--- src/hdl/ara_pkg.sv ---
package ara_pkg;

    localparam int FIELD_W      = 48;
    localparam int ALIGN_W      = 6;
    localparam int STATUS_W     = 2;
    localparam int CFG_IDX_W    = 2;

    localparam int MAX_GAPS_DEF  = 64;
    localparam int ADDR_BITS_DEF = 48;

    localparam logic OP_ALLOC = 1'b0;
    localparam logic OP_FREE  = 1'b1;

    localparam logic [STATUS_W-1:0] ST_OK      = 2'd0;
    localparam logic [STATUS_W-1:0] ST_NOFIT   = 2'd1;
    localparam logic [STATUS_W-1:0] ST_OVERLAP = 2'd2;
    localparam logic [STATUS_W-1:0] ST_FULL    = 2'd3;

    localparam logic [CFG_IDX_W-1:0] CFG_POOL_BASE  = 2'd0;
    localparam logic [CFG_IDX_W-1:0] CFG_POOL_LIMIT = 2'd1;

    // control from the sequencer to every cell of the gap ring
    typedef struct packed {
        logic shift;
        logic load;
    } t_cell_ctl;

endpackage

--- src/hdl/ara_cell.sv ---
module ara_cell #(
    parameter int ADDR_BITS = ara_pkg::ADDR_BITS_DEF
) (
    input  logic                  i_clk,
    input  ara_pkg::t_cell_ctl    i_ctl,
    input  logic [ADDR_BITS-1:0]  i_ld_start,
    input  logic [ADDR_BITS:0]    i_ld_end,
    input  logic [ADDR_BITS-1:0]  i_nb_start,
    input  logic [ADDR_BITS:0]    i_nb_end,
    output logic [ADDR_BITS-1:0]  o_start,
    output logic [ADDR_BITS:0]    o_end
);

    logic [ADDR_BITS-1:0] r_start, n_start;
    logic [ADDR_BITS:0]   r_end, n_end;

    always_comb begin
        n_start = r_start;
        n_end   = r_end;
        if (i_ctl.load) begin
            n_start = i_ld_start;
            n_end   = i_ld_end;
        end else if (i_ctl.shift) begin
            n_start = i_nb_start;
            n_end   = i_nb_end;
        end
    end

    always_ff @(posedge i_clk) begin
        r_start <= n_start;
        r_end   <= n_end;
    end

    assign o_start = r_start;
    assign o_end   = r_end;

endmodule

--- config.mk ---
export PLATFORM = sky130hd
export DESIGN_NAME = ara_cell
export DESIGN_NICKNAME = d
export VERILOG_FILES = /design/src/hdl/ara_pkg.sv /design/src/hdl/ara_cell.sv
export SDC_FILE = /design/constraint.sdc
export NUM_CORES = 1
export LEC_CHECK = 0
export ABC_CLOCK_PERIOD_IN_PS = 4100
export BUFFER_PORTS_ARGS = -buffer_cell sky130_fd_sc_hd__buf_2
export CAP_MARGIN = 20
export CORE_AREA = 2 2 113 115
export DETAILED_ROUTE_END_ITERATION = 8
export DIE_AREA = 0 0 115 117
export PLACE_DENSITY = 0.69
export SLEW_MARGIN = 20
export SYNTH_ARGS = -nofsm -noshare
export SYNTH_HDL_FRONTEND = slang
export SYNTH_SLANG_ARGS = --single-unit
--- constraint.sdc ---
create_clock -name i_clk -period 4.1 [get_ports i_clk]
set_clock_uncertainty 0.2 [all_clocks]
set_input_delay 0.41 -clock i_clk [delete_from_list [all_inputs] [get_ports i_clk]]
set_output_delay 0.41 -clock i_clk [all_outputs]
set_load 0.03 [all_outputs]
**Yosys cells after proc, flatten, opt, wreduce, memory -nomap -nowiden**

Cells that the tools add are included.
W data, S select, Z words.

- Multiplexer cells: 4
- Reductions and logical operators: 1

Operators by type and width:

| cell | count |
|---|---|
| $mux W49 | 2 |
| $mux W48 | 2 |
| $reduce_bool A2 Y1 | 1 |

- Flip-flop bits (word level): 97
- Logic and storage cells: 7

**Longest topological paths before layout**

- Depth after elaboration: 2
- Depth in mapped cells: 4
- Depth with buffers taken out: 1

**Least setup slack after synthesis**

Ideal clock, no wire load.

- Path type: input port to flip-flop
- Start point: input port i_ctl[0] (netlist name)
- End point: register r_end[0] (netlist: o_end[0]) (enable)
- Setup time: 0.462 ns
- Arrival: 2.960 ns
- Data required time: 3.438 ns
- Slack: 0.478 ns
- Stages: 4
- Path buffers: 3
- Cells stage by stage: buf_6 buf_6 buf_6 or2_1

- Cells in the longest elaborated chain, start to end: 1

Ends and longest elaborated chain:

| what | line | RTL |
|---|---|---|
| start, declared | ara_cell.sv:5 | `input ara_pkg::t_cell_ctl i_ctl,` |
| $reduce_bool A2 Y1 (no line) | - |  |
| end signal, assigned | ara_cell.sv:31 | `r_end <= n_end;` |
| end, declared | ara_cell.sv:15 | `logic [ADDR_BITS:0] r_end, n_end;` |

Every way passes these cells.
A chain may end at the register's enable or synchronous reset.

**Worst setup path in the final report**

- Start point: input port i_ctl[0] (netlist name)
- End point: register r_end[21] (netlist: o_end[21]) (enable)

Same word-level chain as after synthesis.

==> Implementation_results.wiki <==
{| class="wikitable"
! Metric !! Value
|-
| Run status || complete, no violations
|-
| Worst slew margin || 58.0%
|-
| Core occupancy in the finished layout || 48.9%
|-
| Maximum number of pins on one net before global-route repair || 56
|-
| Dominant cell type by area after synthesis || sky130_fd_sc_hd__edfxtp_1
|-
| Least-Margin Pin Slew || 0.630 ns
|-
| Cell variety after synth || 6
|-
| Vias/cell || 4.46
|-
| Peak supply drop || 180 uV
|-
| Arrival @ worst endpoint || 1.80 ns
|-
| Most frequent cell after synthesis || sky130_fd_sc_hd__edfxtp_1
|-
| Share of post-route cells with drive strength above 1 || 79.8%
|-
| Clock buffers created by TritonCTS || 9
|-
| Clock edge transition at the registers on the reported setup and hold paths || 0.06 ns
|-
| Category of the critical setup timing path || in -> reg
|-
| Average routed wire per standard cell || 15.9 um
|-
| Sequential Power Share || 49.2%
|-
| Synthesized-area fraction occupied by adder cells || 0%
|-
| Post-Synthesis Mean Instance Area || 20.2 um^2
|-
| Cell-internal power || 1.83 mW
|-
| Count of warnings emitted by yosys || 0
|-
| Number of nets in the synthesized netlist || 403
|-
| Initial core utilization || 33.8%
|-
| Share of synthesized area spent on multiplexers || 28.0%
|-
| Post-cts repair resize count || 0
|-
| Gate Count Post-Synth || 206
|-
| Number of rows in the core area || 41
|-
| Largest fanout of any net on the critical path || 55
|-
| TritonCTS clock tree || built
|-
| Total Negative Setup Slacks || 0 ns
|-
| Max Fclk || 503 MHz
|-
| Comb pwr share || 22.1%
|-
| Sw Share || 27.6%
|-
| Count of inserted antenna diode cells || 0
|-
| Predominant post-synthesis flop cell || sky130_fd_sc_hd__edfxtp_1
|-
| Post-detailed-route count of antenna-violating nets || 0
|-
| Buffer levels on the longest clock path || 2
|-
| Final Hold Fails || 0
|-
| Weighted congestion at the end of routability-driven global placement || 0.755
|-
| Number of maximum-capacitance violations || 0
|-
| Number of pins exceeding their max-slew limit in the final report || 0
|-
| Path class of the lowest-slack min-delay path || in -> reg
|-
| Combinational family with the most area after synthesis || multiplexers
|-
| Net switching power || 700 uW
|-
| Num Clock Sinks || 97
|-
| Synthesized-area fraction occupied by xor and xnor cells || 0%
|-
| Area share of the largest cell type after synthesis || 70.0%
|-
| Buffers inserted during post-CTS setup optimization || 0
|-
| Final Routed Wirelength || 10.4 mm
|-
| Post-Place Setup Slack || 1.67 ns
|-
| Final net count || 699
|-
| Number of placed I/O pins || 294
|-
| Leading post-synthesis cells by instance count || sky130_fd_sc_hd__edfxtp_1, sky130_fd_sc_hd__mux2_2, sky130_fd_sc_hd__mux2_4
|-
| Via count of the first global-routing pass || 2846
|-
| RSZ-0062 raised after global routing || false
|-
| Count of flip-flops with a built-in enable after synthesis || 97
|-
| Top area cells in the synthesized netlist || sky130_fd_sc_hd__edfxtp_1, sky130_fd_sc_hd__mux2_2, sky130_fd_sc_hd__mux2_4
|-
| GRT Resource Usage Total || 14.7%
|-
| Number of hold-repair buffers added at the cts stage || 0
|-
| GRT Residual Overflow || 0
|-
| Final worst slack || 2.11 ns
|-
| Power density over cell area || 421 nW/um^2
|-
| Relative contribution of the clock network to total power || 28.6%
|-
| Lkg Pwr || 2.74 nW
|-
| Worst Setup End Kind || flop
|-
| Post-synthesis instance area || 4160 um^2
|-
| Fraction of registers with async set/reset || 0%
|-
| Global-route wire length before repair || 14.2 mm
|-
| Area share of and/or/nand/nor cells after synthesis || 0.150%
|-
| Root cell of the clock tree || sky130_fd_sc_hd__clkbuf_16
|-
| Startpoint Class || input pin
|-
| Die outline height || 117 um
|-
| Die outline area || 13500 um^2
|-
| Final routed DRC violation total || 0
|-
| Count of H-tree levels built during CTS || 3
|-
| Worst endpoint required time || 3.91 ns
|-
| Initial antenna violation count || 0
|-
| Initial DRC Count || 72
|-
| Fraction of the mapped netlist area in compound gates || 0%
|-
| Flip-flop and latch count after synthesis || 97
|-
| Seq/Total Area, Yosys || 70.0%
|-
| Chip width || 115 um
|-
| Total via count in the routed design || 2919
|-
| I/O Buffers || 293
|-
| Setup-violating endpoint count in the final report || 0
|-
| Portion of the clock cycle consumed by the worst path in the final layout || 48.5%
|-
| Minimum clock period || 1.99 ns
|-
| Core box area || 12300 um^2
|-
| Area growth from synthesis to layout || 44.6%
|-
| Number of search-and-repair iterations in the first detailed-routing pass || 4
|-
| Estimated wirelength of the detail-placed design || 8.22 mm
|}
## cell usage in the layout, fill, tap and decap left out
| master | Yosys | routed |
|---|---|---|
| sky130_fd_sc_hd__buf_12 | 0 | 1 |
| sky130_fd_sc_hd__or2_4 | 0 | 1 |
| sky130_fd_sc_hd__buf_4 | 0 | 3 |
| sky130_fd_sc_hd__clkinv_1 | 0 | 2 |
| sky130_fd_sc_hd__edfxtp_1 | 97 | 97 |
| sky130_fd_sc_hd__mux2_2 | 78 | 78 |
| sky130_fd_sc_hd__mux2_4 | 19 | 19 |
| sky130_fd_sc_hd__buf_2 | 7 | 292 |
| sky130_fd_sc_hd__clkbuf_1 | 0 | 3 |
| sky130_fd_sc_hd__clkbuf_16 | 0 | 9 |
## state kept, by name (all words and copies together) (netlist names)
signal / count
o_end: 49
o_start: 48
## area by class of cell
| class | count | area, um^2 |
|---|---|---|
| well taps | 150 | 188 |
| multi-input cells | 98 | 1170 |
| clock buffers | 12 | 236 |
| repair buffers | 296 | 1500 |
| clock inverters | 2 | 7.51 |
| flip-flops and latches | 97 | 2910 |
| fillers | 1096 | 6290 |
## through the flow
stage	cell area [um^2]	std cells	power [mW]	hold WS (ns)
after CTS	6020	655	2.57	0.151
after floorplan	4160	206	1.62	0.427
final	6020	655	2.53	0.168
after detailed placement	5780	641	1.84	0.514
after global routing	6020	655	2.65	0.150
after global placement	5780	641	1.83	0.510
## kinds of logic (layout without fill, tap and decap cells)
group | count (synthesis) | count (layout)
AND/OR/NAND/NOR | 1 | 1
multiplexers | 97 | 97
buffers and inverters | 11 | 310
flip-flops | 97 | 97
## routing by layer
metal	up-vias	part of all wire (%)	global-route usage (%)
met5	-	0	0
met4	0	2.9	8.11
met3	18	10	5.36
met2	182	50	26.1
met1	1322	37	15.1
li1	1397	-	-
## power by group through the flow
| stage | Sequential [mW] | Combinational (mW) | Clock (mW) |
|---|---|---|---|
| finish | 1.25 | 0.561 | 0.725 |
| global route | 1.26 | 0.594 | 0.801 |
| CTS | 1.25 | 0.569 | 0.754 |
| detailed placement | 1.27 | 0.569 | 0 |
| global placement | 1.27 | 0.561 | 0 |
| floorplan | 1.50 | 0.121 | 0 |
## critical path: stages
cell                     delay, ns
sky130_fd_sc_hd__buf_4        0.38
sky130_fd_sc_hd__or2_4        0.60
sky130_fd_sc_hd__buf_12       0.36
## worst paths after layout
check / cells past startpoint / slack [ns] / from / end
worst min-delay path: 2 / 0.17 / i_ld_start[29] / o_start[29]$_DFFE_PP_
worst max-delay path: 3 / 2.11 / i_ctl[0] / o_end[21]$_DFFE_PP_
Power figures use the tool's default switching activity.
