File: config.mk
export PLATFORM = sky130hd
export DESIGN_NAME = ara_ctrl_flat
export DESIGN_NICKNAME = d
export VERILOG_FILES = /design/src/hdl/ara_pkg.sv /design/src/hdl/ara_in_if.sv /design/src/hdl/ara_out_if.sv /design/src/hdl/ara_cfg_if.sv /design/src/hdl/ara_ctrl.sv /design/src/flat_wrapper.sv
export SDC_FILE = /design/constraint.sdc
export NUM_CORES = 2
export LEC_CHECK = 0
export ABC_AREA = 1
export BUFFER_PORTS_ARGS = -buffer_cell sky130_fd_sc_hd__buf_2
export CAP_MARGIN = 20
export CORE_ASPECT_RATIO = 1.4
export CORE_UTILIZATION = 38
export DETAILED_ROUTE_END_ITERATION = 7
export PLACE_DENSITY = 0.58
export SLEW_MARGIN = 15
export SYNTH_ARGS = -nofsm -noshare
export SYNTH_HDL_FRONTEND = slang
export SYNTH_SLANG_ARGS = --single-unit
File: constraint.sdc
create_clock -name i_clk -period 36.9 [get_ports i_clk]
set_clock_uncertainty 0.1 [all_clocks]
set_input_delay 1.845 -clock i_clk [delete_from_list [all_inputs] [get_ports i_clk]]
set_output_delay 1.845 -clock i_clk [all_outputs]
set_load 0.05 [all_outputs]
File: src/hdl/ara_pkg.sv
package ara_pkg;

    localparam int FIELD_W      = 48;
    localparam int ALIGN_W      = 6;
    localparam int STATUS_W     = 2;
    localparam int CFG_IDX_W    = 2;

    localparam int MAX_GAPS_DEF  = 64;
    localparam int ADDR_BITS_DEF = 48;

    localparam logic OP_ALLOC = 1'b0;
    localparam logic OP_FREE  = 1'b1;

    localparam logic [STATUS_W-1:0] ST_OK      = 2'd0;
    localparam logic [STATUS_W-1:0] ST_NOFIT   = 2'd1;
    localparam logic [STATUS_W-1:0] ST_OVERLAP = 2'd2;
    localparam logic [STATUS_W-1:0] ST_FULL    = 2'd3;

    localparam logic [CFG_IDX_W-1:0] CFG_POOL_BASE  = 2'd0;
    localparam logic [CFG_IDX_W-1:0] CFG_POOL_LIMIT = 2'd1;

    // control from the sequencer to every cell of the gap ring
    typedef struct packed {
        logic shift;
        logic load;
    } t_cell_ctl;

endpackage

File: src/hdl/ara_in_if.sv
interface ara_in_if;
    logic                           valid;
    logic                           ready;
    logic                           opcode;
    logic [ara_pkg::FIELD_W-1:0]    req_size;
    logic [ara_pkg::ALIGN_W-1:0]    align_log2;
    logic [ara_pkg::FIELD_W-1:0]    free_address;

    modport source (output valid, opcode, req_size, align_log2, free_address, input ready);
    modport sink   (input valid, opcode, req_size, align_log2, free_address, output ready);
endinterface

File: src/hdl/ara_out_if.sv
interface ara_out_if;
    logic                           valid;
    logic                           ready;
    logic [ara_pkg::FIELD_W-1:0]    alloc_address;
    logic [ara_pkg::STATUS_W-1:0]   status;
    logic [ara_pkg::FIELD_W-1:0]    free_bytes;

    modport source (output valid, alloc_address, status, free_bytes, input ready);
    modport sink   (input valid, alloc_address, status, free_bytes, output ready);
endinterface

File: src/hdl/ara_cfg_if.sv
interface ara_cfg_if;
    logic                           valid;
    logic                           ready;
    logic [ara_pkg::CFG_IDX_W-1:0]  index;
    logic [ara_pkg::FIELD_W-1:0]    data;

    modport source (output valid, index, data, input ready);
    modport sink   (input valid, index, data, output ready);
endinterface

File: src/hdl/ara_ctrl.sv
module ara_ctrl #(
    parameter int MAX_GAPS  = ara_pkg::MAX_GAPS_DEF,
    parameter int ADDR_BITS = ara_pkg::ADDR_BITS_DEF
) (
    input  logic                  i_clk,
    input  logic                  i_rst_n,
    ara_in_if.sink                i_in,
    ara_out_if.source             o_out,
    ara_cfg_if.sink               i_cfg,
    input  logic [ADDR_BITS-1:0]  i_c0_start,
    input  logic [ADDR_BITS:0]    i_c0_end,
    input  logic [ADDR_BITS-1:0]  i_c1_start,
    input  logic [ADDR_BITS:0]    i_c1_end,
    output ara_pkg::t_cell_ctl    o_ctl,
    output logic [ADDR_BITS-1:0]  o_ld_start,
    output logic [ADDR_BITS:0]    o_ld_end,
    output logic [ADDR_BITS-1:0]  o_h_start,
    output logic [ADDR_BITS:0]    o_h_end
);

    localparam int A  = ADDR_BITS;
    localparam int FW = ara_pkg::FIELD_W;
    localparam int KW = (A < FW) ? A : FW;
    localparam int W2 = A + 2;
    localparam int CW = $clog2(MAX_GAPS + 1);
    localparam logic [CW-1:0] LAST = CW'(MAX_GAPS);

    localparam logic [2:0] S_IDLE   = 3'd0;
    localparam logic [2:0] S_PREP   = 3'd1;
    localparam logic [2:0] S_SCAN   = 3'd2;
    localparam logic [2:0] S_DECIDE = 3'd3;
    localparam logic [2:0] S_EDIT   = 3'd4;
    localparam logic [2:0] S_DONE   = 3'd5;

    logic [2:0]                     r_state, n_state;
    logic [A-1:0]                   r_base, n_base, r_limit, n_limit;
    logic [CW-1:0]                  r_count, n_count;
    logic [A-1:0]                   r_ftot, n_ftot;
    logic                           r_op, n_op;
    logic [A-1:0]                   r_size, n_size, r_addr, n_addr;
    logic [ara_pkg::ALIGN_W-1:0]    r_lg, n_lg;
    logic [A:0]                     r_endf, n_endf;
    logic [CW-1:0]                  r_j, n_j;
    // one entry popped from the ring, waiting for its compare
    logic                           r_pv, n_pv;
    logic [A-1:0]                   r_ps, n_ps;
    logic [A:0]                     r_pe, n_pe;
    logic [CW-1:0]                  r_pj, n_pj;
    logic [W2-1:0]                  r_psum, n_psum;
    // prev doubles as the first-fit hit on allocate
    logic                           r_prv, n_prv, r_nxv, n_nxv;
    logic [CW-1:0]                  r_prj, n_prj, r_nxj, n_nxj;
    logic [A-1:0]                   r_prs, n_prs, r_nxs, n_nxs;
    logic [A:0]                     r_pre, n_pre, r_nxe, n_nxe;
    logic [A-1:0]                   r_fal, n_fal;
    logic [A:0]                     r_fenda, n_fenda;
    // edit of the ring for the rewrite pass
    logic                           r_rep_en, n_rep_en, r_ins_en, n_ins_en;
    logic                           r_rem_en, n_rem_en, r_ins_act, n_ins_act;
    logic [CW-1:0]                  r_rep_j, n_rep_j, r_ins_j, n_ins_j, r_rem_j, n_rem_j;
    logic [A-1:0]                   r_rep_s, n_rep_s, r_ins_s, n_ins_s;
    logic [A:0]                     r_rep_e, n_rep_e, r_ins_e, n_ins_e;
    logic [A-1:0]                   r_p_s, n_p_s, r_h_s, n_h_s;
    logic [A:0]                     r_p_e, n_p_e, r_h_e, n_h_e;
    logic [A-1:0]                   r_res_addr, n_res_addr;
    logic [ara_pkg::STATUS_W-1:0]   r_res_st, n_res_st;
    logic                           r_out_valid, n_out_valid;
    logic [FW-1:0]                  r_out_addr, n_out_addr, r_out_free, n_out_free;
    logic [ara_pkg::STATUS_W-1:0]   r_out_st, n_out_st;

    logic [W2-1:0]  mask, al, enda;
    logic           fit, below, left, right, full, overlap, mprev, mnext;
    logic [A:0]     endf, ft_add;
    logic [A-1:0]   ft_sub, ft_sat, in_size, in_addr, cfg_val, nb, nl;
    logic [CW-1:0]  pos;
    logic [A-1:0]   ej_s;
    logic [A:0]     ej_e;
    logic           in_fire, cfg_fire, out_fire;

    always_comb begin
        for (int i = 0; i < W2; i++) begin
            mask[i] = (i < int'(r_lg)) && (i < A + 1);
        end
    end

    assign in_size = A'(i_in.req_size[KW-1:0]);
    assign in_addr = A'(i_in.free_address[KW-1:0]);
    assign cfg_val = A'(i_cfg.data[KW-1:0]);

    assign al      = r_psum & ~mask;
    assign enda    = al + W2'(r_size);
    assign fit     = enda <= W2'(r_pe);
    assign below   = {1'b0, r_ps} < r_endf;
    assign endf    = (A+1)'(r_addr) + (A+1)'(r_size);

    assign left    = r_fal > r_prs;
    assign right   = r_fenda < r_pre;
    assign full    = r_count == LAST;
    assign overlap = r_prv && (r_pre > {1'b0, r_addr});
    assign mprev   = r_prv && (r_pre == {1'b0, r_addr});
    assign mnext   = r_nxv && ({1'b0, r_nxs} == r_endf);
    assign pos     = r_nxv ? r_nxj : r_count;

    assign ft_sub  = (r_ftot >= r_size) ? (r_ftot - r_size) : '0;
    assign ft_add  = (A+1)'(r_ftot) + (A+1)'(r_size);
    assign ft_sat  = ft_add[A] ? '1 : ft_add[A-1:0];

    assign ej_s    = (r_rep_en && (r_j == r_rep_j)) ? r_rep_s : i_c0_start;
    assign ej_e    = (r_rep_en && (r_j == r_rep_j)) ? r_rep_e : i_c0_end;

    assign nb      = (i_cfg.index == ara_pkg::CFG_POOL_BASE) ? cfg_val : r_base;
    assign nl      = (i_cfg.index == ara_pkg::CFG_POOL_LIMIT) ? cfg_val : r_limit;

    assign in_fire  = i_in.valid && i_in.ready;
    assign cfg_fire = i_cfg.valid && i_cfg.ready;
    assign out_fire = o_out.valid && o_out.ready;

    always_comb begin
        n_state = r_state;   n_base = r_base;     n_limit = r_limit;
        n_count = r_count;   n_ftot = r_ftot;     n_op = r_op;
        n_size = r_size;     n_addr = r_addr;     n_lg = r_lg;
        n_endf = r_endf;     n_j = r_j;
        n_pv = 1'b0;         n_ps = r_ps;         n_pe = r_pe;
        n_pj = r_pj;         n_psum = r_psum;
        n_prv = r_prv;       n_prj = r_prj;       n_prs = r_prs;     n_pre = r_pre;
        n_nxv = r_nxv;       n_nxj = r_nxj;       n_nxs = r_nxs;     n_nxe = r_nxe;
        n_fal = r_fal;       n_fenda = r_fenda;
        n_rep_en = r_rep_en; n_rep_j = r_rep_j;   n_rep_s = r_rep_s; n_rep_e = r_rep_e;
        n_ins_en = r_ins_en; n_ins_j = r_ins_j;   n_ins_s = r_ins_s; n_ins_e = r_ins_e;
        n_rem_en = r_rem_en; n_rem_j = r_rem_j;   n_ins_act = r_ins_act;
        n_p_s = r_p_s;       n_p_e = r_p_e;       n_h_s = r_h_s;     n_h_e = r_h_e;
        n_res_addr = r_res_addr;                  n_res_st = r_res_st;
        n_out_valid = r_out_valid;
        n_out_addr = r_out_addr; n_out_st = r_out_st; n_out_free = r_out_free;
        o_ctl.shift = 1'b0;
        o_ctl.load  = 1'b0;
        o_ld_start  = nb;
        o_ld_end    = {1'b0, nl};

        // compare stage for the entry popped last cycle
        if (r_pv) begin
            if (r_op == ara_pkg::OP_ALLOC) begin
                if (!r_prv && fit) begin
                    n_prv = 1'b1; n_prj = r_pj; n_prs = r_ps; n_pre = r_pe;
                    n_fal = al[A-1:0];
                    n_fenda = enda[A:0];
                end
            end else if (below) begin
                n_prv = 1'b1; n_prj = r_pj; n_prs = r_ps; n_pre = r_pe;
            end else if (!r_nxv) begin
                n_nxv = 1'b1; n_nxj = r_pj; n_nxs = r_ps; n_nxe = r_pe;
            end
        end

        if (out_fire) begin
            n_out_valid = 1'b0;
        end

        case (r_state)
            S_IDLE: begin
                if (in_fire) begin
                    n_op    = i_in.opcode;
                    n_size  = in_size;
                    n_lg    = i_in.align_log2;
                    n_addr  = in_addr;
                    n_state = S_PREP;
                end
            end
            S_PREP: begin
                n_endf = endf;
                n_prv = 1'b0; n_nxv = 1'b0; n_j = '0;
                n_rep_en = 1'b0; n_ins_en = 1'b0; n_rem_en = 1'b0; n_ins_act = 1'b0;
                n_res_addr = '0;
                n_res_st = ara_pkg::ST_OK;
                if (r_size == '0) begin
                    n_res_st = (r_op == ara_pkg::OP_ALLOC) ? ara_pkg::ST_NOFIT
                                                           : ara_pkg::ST_OK;
                    n_state = S_DONE;
                end else if (r_op == ara_pkg::OP_FREE && endf[A] && (|endf[A-1:0])) begin
                    n_res_st = ara_pkg::ST_OVERLAP;
                    n_state = S_DONE;
                end else begin
                    n_state = S_SCAN;
                end
            end
            S_SCAN: begin
                // rotate the ring once, looking at each gap as it passes cell 0
                o_ctl.shift = 1'b1;
                n_h_s  = i_c0_start;
                n_h_e  = i_c0_end;
                n_pv   = r_j < r_count;
                n_ps   = i_c0_start;
                n_pe   = i_c0_end;
                n_pj   = r_j;
                n_psum = W2'(i_c0_start) + mask;
                n_j    = r_j + CW'(1);
                if (r_j == LAST) begin
                    n_j = '0;
                    n_state = S_DECIDE;
                end
            end
            S_DECIDE: begin
                n_state = S_DONE;
                if (r_op == ara_pkg::OP_ALLOC) begin
                    if (!r_prv) begin
                        n_res_st = ara_pkg::ST_NOFIT;
                    end else if (left && right && full) begin
                        n_res_st = ara_pkg::ST_FULL;
                    end else begin
                        n_res_st   = ara_pkg::ST_OK;
                        n_res_addr = r_fal;
                        n_ftot     = ft_sub;
                        n_state    = S_EDIT;
                        n_rep_j    = r_prj;
                        if (left && right) begin
                            n_rep_en = 1'b1; n_rep_s = r_prs; n_rep_e = {1'b0, r_fal};
                            n_ins_en = 1'b1; n_ins_j = r_prj + CW'(1);
                            n_ins_s  = r_fenda[A-1:0]; n_ins_e = r_pre;
                            n_count  = r_count + CW'(1);
                        end else if (left) begin
                            n_rep_en = 1'b1; n_rep_s = r_prs; n_rep_e = {1'b0, r_fal};
                        end else if (right) begin
                            n_rep_en = 1'b1; n_rep_s = r_fenda[A-1:0]; n_rep_e = r_pre;
                        end else begin
                            n_rem_en = 1'b1; n_rem_j = r_prj;
                            n_count  = r_count - CW'(1);
                        end
                    end
                end else begin
                    if (overlap) begin
                        n_res_st = ara_pkg::ST_OVERLAP;
                    end else if (!mprev && !mnext && full) begin
                        n_res_st = ara_pkg::ST_FULL;
                    end else begin
                        n_res_st = ara_pkg::ST_OK;
                        n_ftot   = ft_sat;
                        n_state  = S_EDIT;
                        if (mprev && mnext) begin
                            n_rep_en = 1'b1; n_rep_j = r_prj; n_rep_s = r_prs; n_rep_e = r_nxe;
                            n_rem_en = 1'b1; n_rem_j = r_nxj;
                            n_count  = r_count - CW'(1);
                        end else if (mprev) begin
                            n_rep_en = 1'b1; n_rep_j = r_prj; n_rep_s = r_prs; n_rep_e = r_endf;
                        end else if (mnext) begin
                            n_rep_en = 1'b1; n_rep_j = r_nxj; n_rep_s = r_addr; n_rep_e = r_nxe;
                        end else begin
                            n_ins_en = 1'b1; n_ins_j = pos; n_ins_s = r_addr; n_ins_e = r_endf;
                            n_count  = r_count + CW'(1);
                        end
                    end
                end
            end
            S_EDIT: begin
                // second rotation: write the edited sequence back through the hold stage
                o_ctl.shift = 1'b1;
                if (r_rem_en && (r_j >= r_rem_j)) begin
                    n_h_s = i_c1_start;
                    n_h_e = i_c1_end;
                end else if (r_ins_en && (r_j == r_ins_j)) begin
                    n_h_s = r_ins_s; n_h_e = r_ins_e;
                    n_p_s = ej_s;    n_p_e = ej_e;
                    n_ins_act = 1'b1;
                end else if (r_ins_act) begin
                    n_h_s = r_p_s; n_h_e = r_p_e;
                    n_p_s = ej_s;  n_p_e = ej_e;
                end else begin
                    n_h_s = ej_s;
                    n_h_e = ej_e;
                end
                n_j = r_j + CW'(1);
                if (r_j == LAST) begin
                    n_j = '0;
                    n_state = S_DONE;
                end
            end
            S_DONE: begin
                if (!r_out_valid || o_out.ready) begin
                    n_out_valid = 1'b1;
                    n_out_addr  = FW'(r_res_addr[KW-1:0]);
                    n_out_st    = r_res_st;
                    n_out_free  = FW'(r_ftot[KW-1:0]);
                    n_state     = S_IDLE;
                end
            end
            default: begin
                n_state = S_IDLE;
            end
        endcase

        // register write rebuilds the table as a single gap in cell 0
        if (cfg_fire && (i_cfg.index == ara_pkg::CFG_POOL_BASE ||
                         i_cfg.index == ara_pkg::CFG_POOL_LIMIT)) begin
            n_base = nb;
            n_limit = nl;
            o_ctl.load = 1'b1;
            if (nl > nb) begin
                n_count = CW'(1);
                n_ftot  = nl - nb;
            end else begin
                n_count = '0;
                n_ftot  = '0;
            end
        end
    end

    always_ff @(posedge i_clk) begin
        if (!i_rst_n) begin
            r_state     <= S_IDLE;
            r_base      <= '0;
            r_limit     <= '0;
            r_count     <= '0;
            r_ftot      <= '0;
            r_pv        <= 1'b0;
            r_out_valid <= 1'b0;
        end else begin
            r_state     <= n_state;
            r_base      <= n_base;
            r_limit     <= n_limit;
            r_count     <= n_count;
            r_ftot      <= n_ftot;
            r_pv        <= n_pv;
            r_out_valid <= n_out_valid;
        end
    end

    always_ff @(posedge i_clk) begin
        r_op <= n_op;         r_size <= n_size;     r_addr <= n_addr;   r_lg <= n_lg;
        r_endf <= n_endf;     r_j <= n_j;
        r_ps <= n_ps;         r_pe <= n_pe;         r_pj <= n_pj;       r_psum <= n_psum;
        r_prv <= n_prv;       r_prj <= n_prj;       r_prs <= n_prs;     r_pre <= n_pre;
        r_nxv <= n_nxv;       r_nxj <= n_nxj;       r_nxs <= n_nxs;     r_nxe <= n_nxe;
        r_fal <= n_fal;       r_fenda <= n_fenda;
        r_rep_en <= n_rep_en; r_rep_j <= n_rep_j;   r_rep_s <= n_rep_s; r_rep_e <= n_rep_e;
        r_ins_en <= n_ins_en; r_ins_j <= n_ins_j;   r_ins_s <= n_ins_s; r_ins_e <= n_ins_e;
        r_rem_en <= n_rem_en; r_rem_j <= n_rem_j;   r_ins_act <= n_ins_act;
        r_p_s <= n_p_s;       r_p_e <= n_p_e;       r_h_s <= n_h_s;     r_h_e <= n_h_e;
        r_res_addr <= n_res_addr;                   r_res_st <= n_res_st;
        r_out_addr <= n_out_addr; r_out_st <= n_out_st; r_out_free <= n_out_free;
    end

    assign i_in.ready          = (r_state == S_IDLE);
    assign i_cfg.ready         = 1'b1;
    assign o_out.valid         = r_out_valid;
    assign o_out.alloc_address = r_out_addr;
    assign o_out.status        = r_out_st;
    assign o_out.free_bytes    = r_out_free;
    assign o_h_start           = r_h_s;
    assign o_h_end             = r_h_e;

    a_count_range: assert property (@(posedge i_clk) disable iff (!i_rst_n)
        r_count <= LAST)
        else $error("gap count above table size");

    a_accept_to_prep: assert property (@(posedge i_clk) disable iff (!i_rst_n)
        in_fire |=> r_state == S_PREP)
        else $error("accepted beat did not start an item");

    a_fail_keeps_count: assert property (@(posedge i_clk) disable iff (!i_rst_n)
        (r_state == S_DECIDE && n_state == S_DONE && !cfg_fire) |=> $stable(r_count))
        else $error("failed item changed the table");

    a_result_from_done: assert property (@(posedge i_clk) disable iff (!i_rst_n)
        $rose(r_out_valid) |-> $past(r_state) == S_DONE)
        else $error("result raised outside completion");

    a_edit_with_change: assert property (@(posedge i_clk) disable iff (!i_rst_n)
        (r_state == S_EDIT) |-> (r_rep_en || r_ins_en || r_rem_en))
        else $error("rewrite pass without an edit");

endmodule

File: src/flat_wrapper.sv
// flat-port wrapper written by rule: the top's interface ports become plain ports
module ara_ctrl_flat 
#(
    parameter int MAX_GAPS  = ara_pkg::MAX_GAPS_DEF,
    parameter int ADDR_BITS = ara_pkg::ADDR_BITS_DEF
)
  (i_clk, i_rst_n, i_c0_start, i_c0_end, i_c1_start, i_c1_end, o_ctl, o_ld_start, o_ld_end, o_h_start, o_h_end, i_in_valid, i_in_opcode, i_in_req_size, i_in_align_log2, i_in_free_address, i_in_ready, o_out_valid, o_out_alloc_address, o_out_status, o_out_free_bytes, o_out_ready, i_cfg_valid, i_cfg_index, i_cfg_data, i_cfg_ready);
  ara_in_if i_in_i ();
  ara_out_if o_out_i ();
  ara_cfg_if i_cfg_i ();
  input  logic i_clk;
  input  logic i_rst_n;
  input  logic [ADDR_BITS-1:0] i_c0_start;
  input  logic [ADDR_BITS:0] i_c0_end;
  input  logic [ADDR_BITS-1:0] i_c1_start;
  input  logic [ADDR_BITS:0] i_c1_end;
  output ara_pkg::t_cell_ctl o_ctl;
  output logic [ADDR_BITS-1:0] o_ld_start;
  output logic [ADDR_BITS:0] o_ld_end;
  output logic [ADDR_BITS-1:0] o_h_start;
  output logic [ADDR_BITS:0] o_h_end;
  input wire logic [$bits(i_in_i.valid)-1:0] i_in_valid;
  input wire logic [$bits(i_in_i.opcode)-1:0] i_in_opcode;
  input wire logic [$bits(i_in_i.req_size)-1:0] i_in_req_size;
  input wire logic [$bits(i_in_i.align_log2)-1:0] i_in_align_log2;
  input wire logic [$bits(i_in_i.free_address)-1:0] i_in_free_address;
  output wire logic [$bits(i_in_i.ready)-1:0] i_in_ready;
  output wire logic [$bits(o_out_i.valid)-1:0] o_out_valid;
  output wire logic [$bits(o_out_i.alloc_address)-1:0] o_out_alloc_address;
  output wire logic [$bits(o_out_i.status)-1:0] o_out_status;
  output wire logic [$bits(o_out_i.free_bytes)-1:0] o_out_free_bytes;
  input wire logic [$bits(o_out_i.ready)-1:0] o_out_ready;
  input wire logic [$bits(i_cfg_i.valid)-1:0] i_cfg_valid;
  input wire logic [$bits(i_cfg_i.index)-1:0] i_cfg_index;
  input wire logic [$bits(i_cfg_i.data)-1:0] i_cfg_data;
  output wire logic [$bits(i_cfg_i.ready)-1:0] i_cfg_ready;
  assign i_in_i.valid = i_in_valid;
  assign i_in_i.opcode = i_in_opcode;
  assign i_in_i.req_size = i_in_req_size;
  assign i_in_i.align_log2 = i_in_align_log2;
  assign i_in_i.free_address = i_in_free_address;
  assign i_in_ready = i_in_i.ready;
  assign o_out_valid = o_out_i.valid;
  assign o_out_alloc_address = o_out_i.alloc_address;
  assign o_out_status = o_out_i.status;
  assign o_out_free_bytes = o_out_i.free_bytes;
  assign o_out_i.ready = o_out_ready;
  assign i_cfg_i.valid = i_cfg_valid;
  assign i_cfg_i.index = i_cfg_index;
  assign i_cfg_i.data = i_cfg_data;
  assign i_cfg_ready = i_cfg_i.ready;
  ara_ctrl #(.MAX_GAPS(MAX_GAPS), .ADDR_BITS(ADDR_BITS)) u_core (.i_clk(i_clk), .i_rst_n(i_rst_n), .i_in(i_in_i), .o_out(o_out_i), .i_cfg(i_cfg_i), .i_c0_start(i_c0_start), .i_c0_end(i_c0_end), .i_c1_start(i_c1_start), .i_c1_end(i_c1_end), .o_ctl(o_ctl), .o_ld_start(o_ld_start), .o_ld_end(o_ld_end), .o_h_start(o_h_start), .o_h_end(o_h_end));
endmodule
* After elaboration in Yosys (flattened, before gate mapping) *
Index checks and enable logic that the tools add are counted.

storage, ports and cells
  input bits = 352
  output and inout bits = 297
  register bits = 1337

cells by class
  $add $sub $neg = 10
  bitwise logic cells = 6
  magnitude comparators = 58
  equality and inequality tests = 54
  reduce and logical (&&, ||, !) cells = 59
  multiplexer cells = 186

operators by type and width
  kind                  count
  $mux W48              44
  $mux W49              29
  $mux W7               44
  $pmux W48 S2          2
  $lt A6 B6 Y1 const A  17
  $add A48 B48 Y49      2
  $pmux W49 S2          1
  $gt A48 B48 Y1        2
  $lt A5 B6 Y1 const A  16
  $sub A48 B48 Y48      2
  $add A48 B49 Y50      1
  $add A50 B48 Y50      1
  $and A50 B50 Y50      1
  $le A50 B49 Y1        1
  $not A49 Y50          1
  $eq A48 B49 Y1        1
  $eq A49 B48 Y1        1
  $gt A49 B48 Y1        1
  $lt A48 B49 Y1        1
  $lt A49 B49 Y1        1
  $ge A48 B48 Y1        1
  $logic_not A48 Y1     1
  $lt A4 B6 Y1 const A  8
  $reduce_or A48 Y1     1
  other kinds (46)      193

* Logic depth before layout (Yosys ltp) *
  depth after elaboration = 10
  gate-level depth with buffers = 41

* Worst setup path before layout *
OpenSTA, ideal clock, no wires.

  path type = reg-to-output
  start point = register u_core.r_state[1]
  end point = output o_ctl[1] (netlist name)
  path slack = 20.014 ns
  buffers on the path = 0
  cell stages (with the launch flop) = 5
  data required time = 34.955 ns
  data arrival time = 14.941 ns
  cell sequence = dfxtp_1 inv_1 nor3_1 inv_1 nand2_1

RTL lines
  element                 line                text
  from (decl)             ara_ctrl.sv:35      logic [2:0] r_state, n_state;
  from (signal assigned)  ara_ctrl.sv:316     r_state <= n_state;
  to (decl)               flat_wrapper.sv:17  output ara_pkg::t_cell_ctl o_ctl;

* Worst setup path in the final report *
  start point = register u_core.r_lg[5] (netlist name)
  end point = register u_core.r_prj[4] (enable)

between the ends
  word-level cells in the longest chain between the ends = 8
  elaborated cells between the ends (all ways) = 56
  classes of those cells = add/sub: 1; order compare: 50; bitwise: 2; reduce/logical: 3

ends and longest elaborated chain
  element                       line             text
  from (decl)                   ara_ctrl.sv:41   logic [ara_pkg::ALIGN_W-1:0] r_lg, n_lg;
  from (signal assigned)        ara_ctrl.sv:327  r_op <= n_op; r_size <= n_size; r_addr <= n_addr; r_lg <= n_lg;
  $lt A1 B6 Y1                  ara_ctrl.sv:82   mask[i] = (i < int'(r_lg)) && (i < A + 1);
  $not A49 Y50                  ara_ctrl.sv:90   assign al = r_psum & ~mask;
  $and A50 B50 Y50              ara_ctrl.sv:90
  named net u_core.al[0]        ara_ctrl.sv:71   logic [W2-1:0] mask, al, enda;
  $add A50 B48 Y50              ara_ctrl.sv:91   assign enda = al + W2'(r_size);
  named net u_core.enda[38]     ara_ctrl.sv:71
  $le A50 B49 Y1                ara_ctrl.sv:92   assign fit = enda <= W2'(r_pe);
  $logic_and A1 B1 Y1           ara_ctrl.sv:143  if (!r_prv && fit) begin
  $reduce_bool A2 Y1 (no line)  n/a
  $reduce_and A3 Y1 (no line)   n/a
  to (signal assigned)          ara_ctrl.sv:330  r_prv <= n_prv; r_prj <= n_prj; r_prs <= n_prs; r_pre <= n_pre;
  to (decl)                     ara_ctrl.sv:52   logic [CW-1:0] r_prj, n_prj, r_nxj, n_nxj;

The timed path passes the listed nets, and every way through them passes these cells.
A chain may end at the register's enable or synchronous reset.

==> out/summary.txt <==
Hold Crit Class = flop to flop
post-CTS setup buffer count = 0
via count = 72,100
final core occ = 43.5%
largest net degree at the start of global routing = 111
worst skew pair latency = 0.86 ns
first-pass GRT wire length = 491,000 µm
Total Neg Setup Slack = 0 ns
R2R Setup Slk = 27.97 ns
layout cells sized above 1 = 10.8%
clk sink count = 1,337
WP data arrival = 9.25 ns
FF-to-FF End = u_core.r_prj[4]$_DFFE_PP_
Slowest cell on crit path = buf_4
die area = 0.217 mm²
final WL = 353,000 µm
Remaining DRCs = 0
Synth Register Bits = 1,337
synthesis-to-layout area growth = 13.8%
initial antenna violation count = 46
fin crit share = 24.2%
placed insts = 12,900
CTS H-tree depth = 4
area fraction of the dominant cell type after synthesis = 43.3%
Final setup viols = 0
maxcap violations = 0
Commonest cells post-synth = nand2_1 (1,771), inv_1 (1,645), edfxtp_1 (1,179), nor2_1 (934), o21ai_0 (827)
hold_buf cts = 0
Crit. Startpoint = u_core.r_lg[5]$_DFFE_PP_
GRT overflow = 0
Slew Viols, Final = 0
Syn Nets = 10,500
Port Buffers = 646
worst reg-to-reg path cell count = 33
min Tclk post-route = 8.93 ns
Row Count = 201
Hold Crit Start = u_core.r_res_addr[0]$_SDFFCE_PN0P_
CP required = 37.22 ns
CTS clk-pin slew, worst paths = 0.06 ns
CTS tree = yes
Synth warnings = 0
core area = 0.214 mm²
clk buf depth = 4
Post-synth EDFFs = 1,179
vias in the first global route = 70,700
CP Max Fanout = 58
dpl cell area = 0.0880 mm²
fmax = 112 MHz
GPL Wtd Cong = 1.13
Antenna Nets Post-Route = 0
Finished Cell Area = 0.0929 mm²
hold endpoint = u_core.o_out.alloc_address[0]$_DFFE_PP_
Relative slew margins = 11.8%
Post-CTS Resized = 0
Leak Pwr = 41.1 nW
PwrDens = 63.4 mW/mm²
critical path type = flop to flop
initial core utilization = 38.2%
Setup crit start kind = flop
largest area contributor in the netlist = edfxtp_1
Largest stage delay, worst path = 0.79 ns
Worst R2R Start = u_core.r_lg[5]$_DFFE_PP_
most numerous cell on the critical path = nand2_1
Post-Syn Instances = 9,641
Num CTS Buffers = 154
run status = completed
Peak VDD IR = 37.4 µV
Die Width = 394 µm
most numerous cell in the Yosys netlist = nand2_1
Cell Count, Final, Fillers Out = 13,200
Main synth FF type = edfxtp_1
post-synthesis sequential area ratio = 47.2%
WL/cell = 26.7 µm
GRT Util Overall = 31.5%
DRT Pass-1 Iters = 6
Final Net Count = 11,100
RSZ-0062 raised after global routing = no
1st-iter DRT viols = 6,963
Min-Delay Path Depth = 0
I/O Pins = 649
synthesized cell area = 0.0817 mm²
DPL Wire Length = 287,000 µm
root buf cell = clkbuf_16
Distinct cells, synth = 70
Hold Slack = 0.280 ns
synth top area cells = edfxtp_1 (43%), ha_1 (8.4%), nand2_1 (8.1%)
Filler cells = 21,400
ys async rst share = 0%
number of vias per cell = 5.47
CP endpoint kind = flop
Worst Tran Pin Value = 1.31 ns
Hold Vio Cnt, Final = 0
Avg Cell Area, Syn = 8.47 µm²
Die Ht = 551 µm
-- registers in the layout, indices dropped and copies added, names as in the netlist, 49 cells and up --
name            flops
u_core.r_psum      50
u_core.r_fenda     49
u_core.r_ins_e     49
u_core.r_pe        49
u_core.r_nxe       49
u_core.o_h_end     49
u_core.r_p_e       49
u_core.r_endf      49
u_core.r_rep_e     49
u_core.r_pre       49
-- worst max path at each step --
stage	endpoint	slack [ns]	depth (start not counted)
floorplan	o_ctl[1]	20.01	4
global placement	u_core.r_prj[0]$_DFFE_PP_	28.04	33
detailed placement	u_core.r_prj[0]$_DFFE_PP_	27.97	33
CTS	u_core.r_prj[4]$_DFFE_PP_	27.97	33
global route	u_core.r_prj[2]$_DFFE_PP_	27.48	30
finish	u_core.r_prj[4]$_DFFE_PP_	27.97	33
-- report_power, final --
part           internal, mW  switching [mW]
logic                 0.599            1.58
registers              1.93           0.220
clock network         0.889           0.681
-- stage by stage --
step	total power, mW	setup slack [ns]
finish	5.90	27.97
global route	6.15	27.48
CTS	5.88	27.97
detailed placement	4.31	27.97
global placement	4.30	28.04
floorplan	3.48	20.01
-- cell families (layout without fill, tap and decap cells) --
| family | after synthesis | in the layout | synth area share, % |
|---|---|---|---|
| compound gates | 2123 | 2123 | 14.7 |
| buf+inv | 1974 | 2662 | 9.27 |
| mux | 65 | 65 | 0.875 |
| flops | 1337 | 1337 | 47.2 |
| fa+ha+maj | 552 | 552 | 8.51 |
| simple gates | 3356 | 3356 | 17.0 |
| xor+xnor | 232 | 232 | 2.49 |
| other cells | 2 | 16 | 0.00919 |
-- final cells by class --
class | count | area [µm²] | share of cell area, %
Timing Repair Buffer | 722 | 3830 | 4.12
Inverter | 1671 | 6280 | 6.76
Multi-Input combinational cell | 6330 | 35700 | 38.4
Tap cell | 2842 | 3560 | 3.83
Clock buffer | 175 | 3960 | 4.26
Antenna cell | 14 | 35.0 | 0.0377
Clock inverter | 94 | 971 | 1.04
Sequential cell | 1337 | 38600 | 41.5
-- critical path: cells and delay by family, from the launching register on --
| kind | cells | cell delay (ns) |
|---|---|---|
| flip-flops | 1 | 0.59 |
| AND/OR/NAND/NOR | 19 | 3.42 |
| buffers and inverters | 3 | 1.11 |
| adder cells (fa/ha/maj) | 3 | 0.93 |
| XOR/XNOR | 1 | 0.31 |
| AO/OA/AOI/OAI | 7 | 1.91 |
-- metal layers --
layer,global-route usage [%],share of wire [%]
met5,0,0.074
met4,19.2,7.0
met3,4.63,7.0
met2,54.7,48
met1,36.7,38
-- layout by cell type, fill, tap and decap left out, drive strengths merged, types with 16 or more instances in the layout --
cell type,count
a21o,25
a21oi,694
a31oi,68
a41oi,48
buf,722
bufinv,16
clkbuf,175
clkinv,57
dfxtp,158
edfxtp,1179
ha,546
inv,1679
mux2,51
nand2,1780
nand3,275
nand3b,26
nand4,121
nor2,941
nor3,103
nor4,50
o211ai,86
o21a,37
o21ai,930
o21bai,23
o221ai,102
o22ai,44
or2,34
xnor2,67
xor2,165
Power figures use the tool's default switching activity.
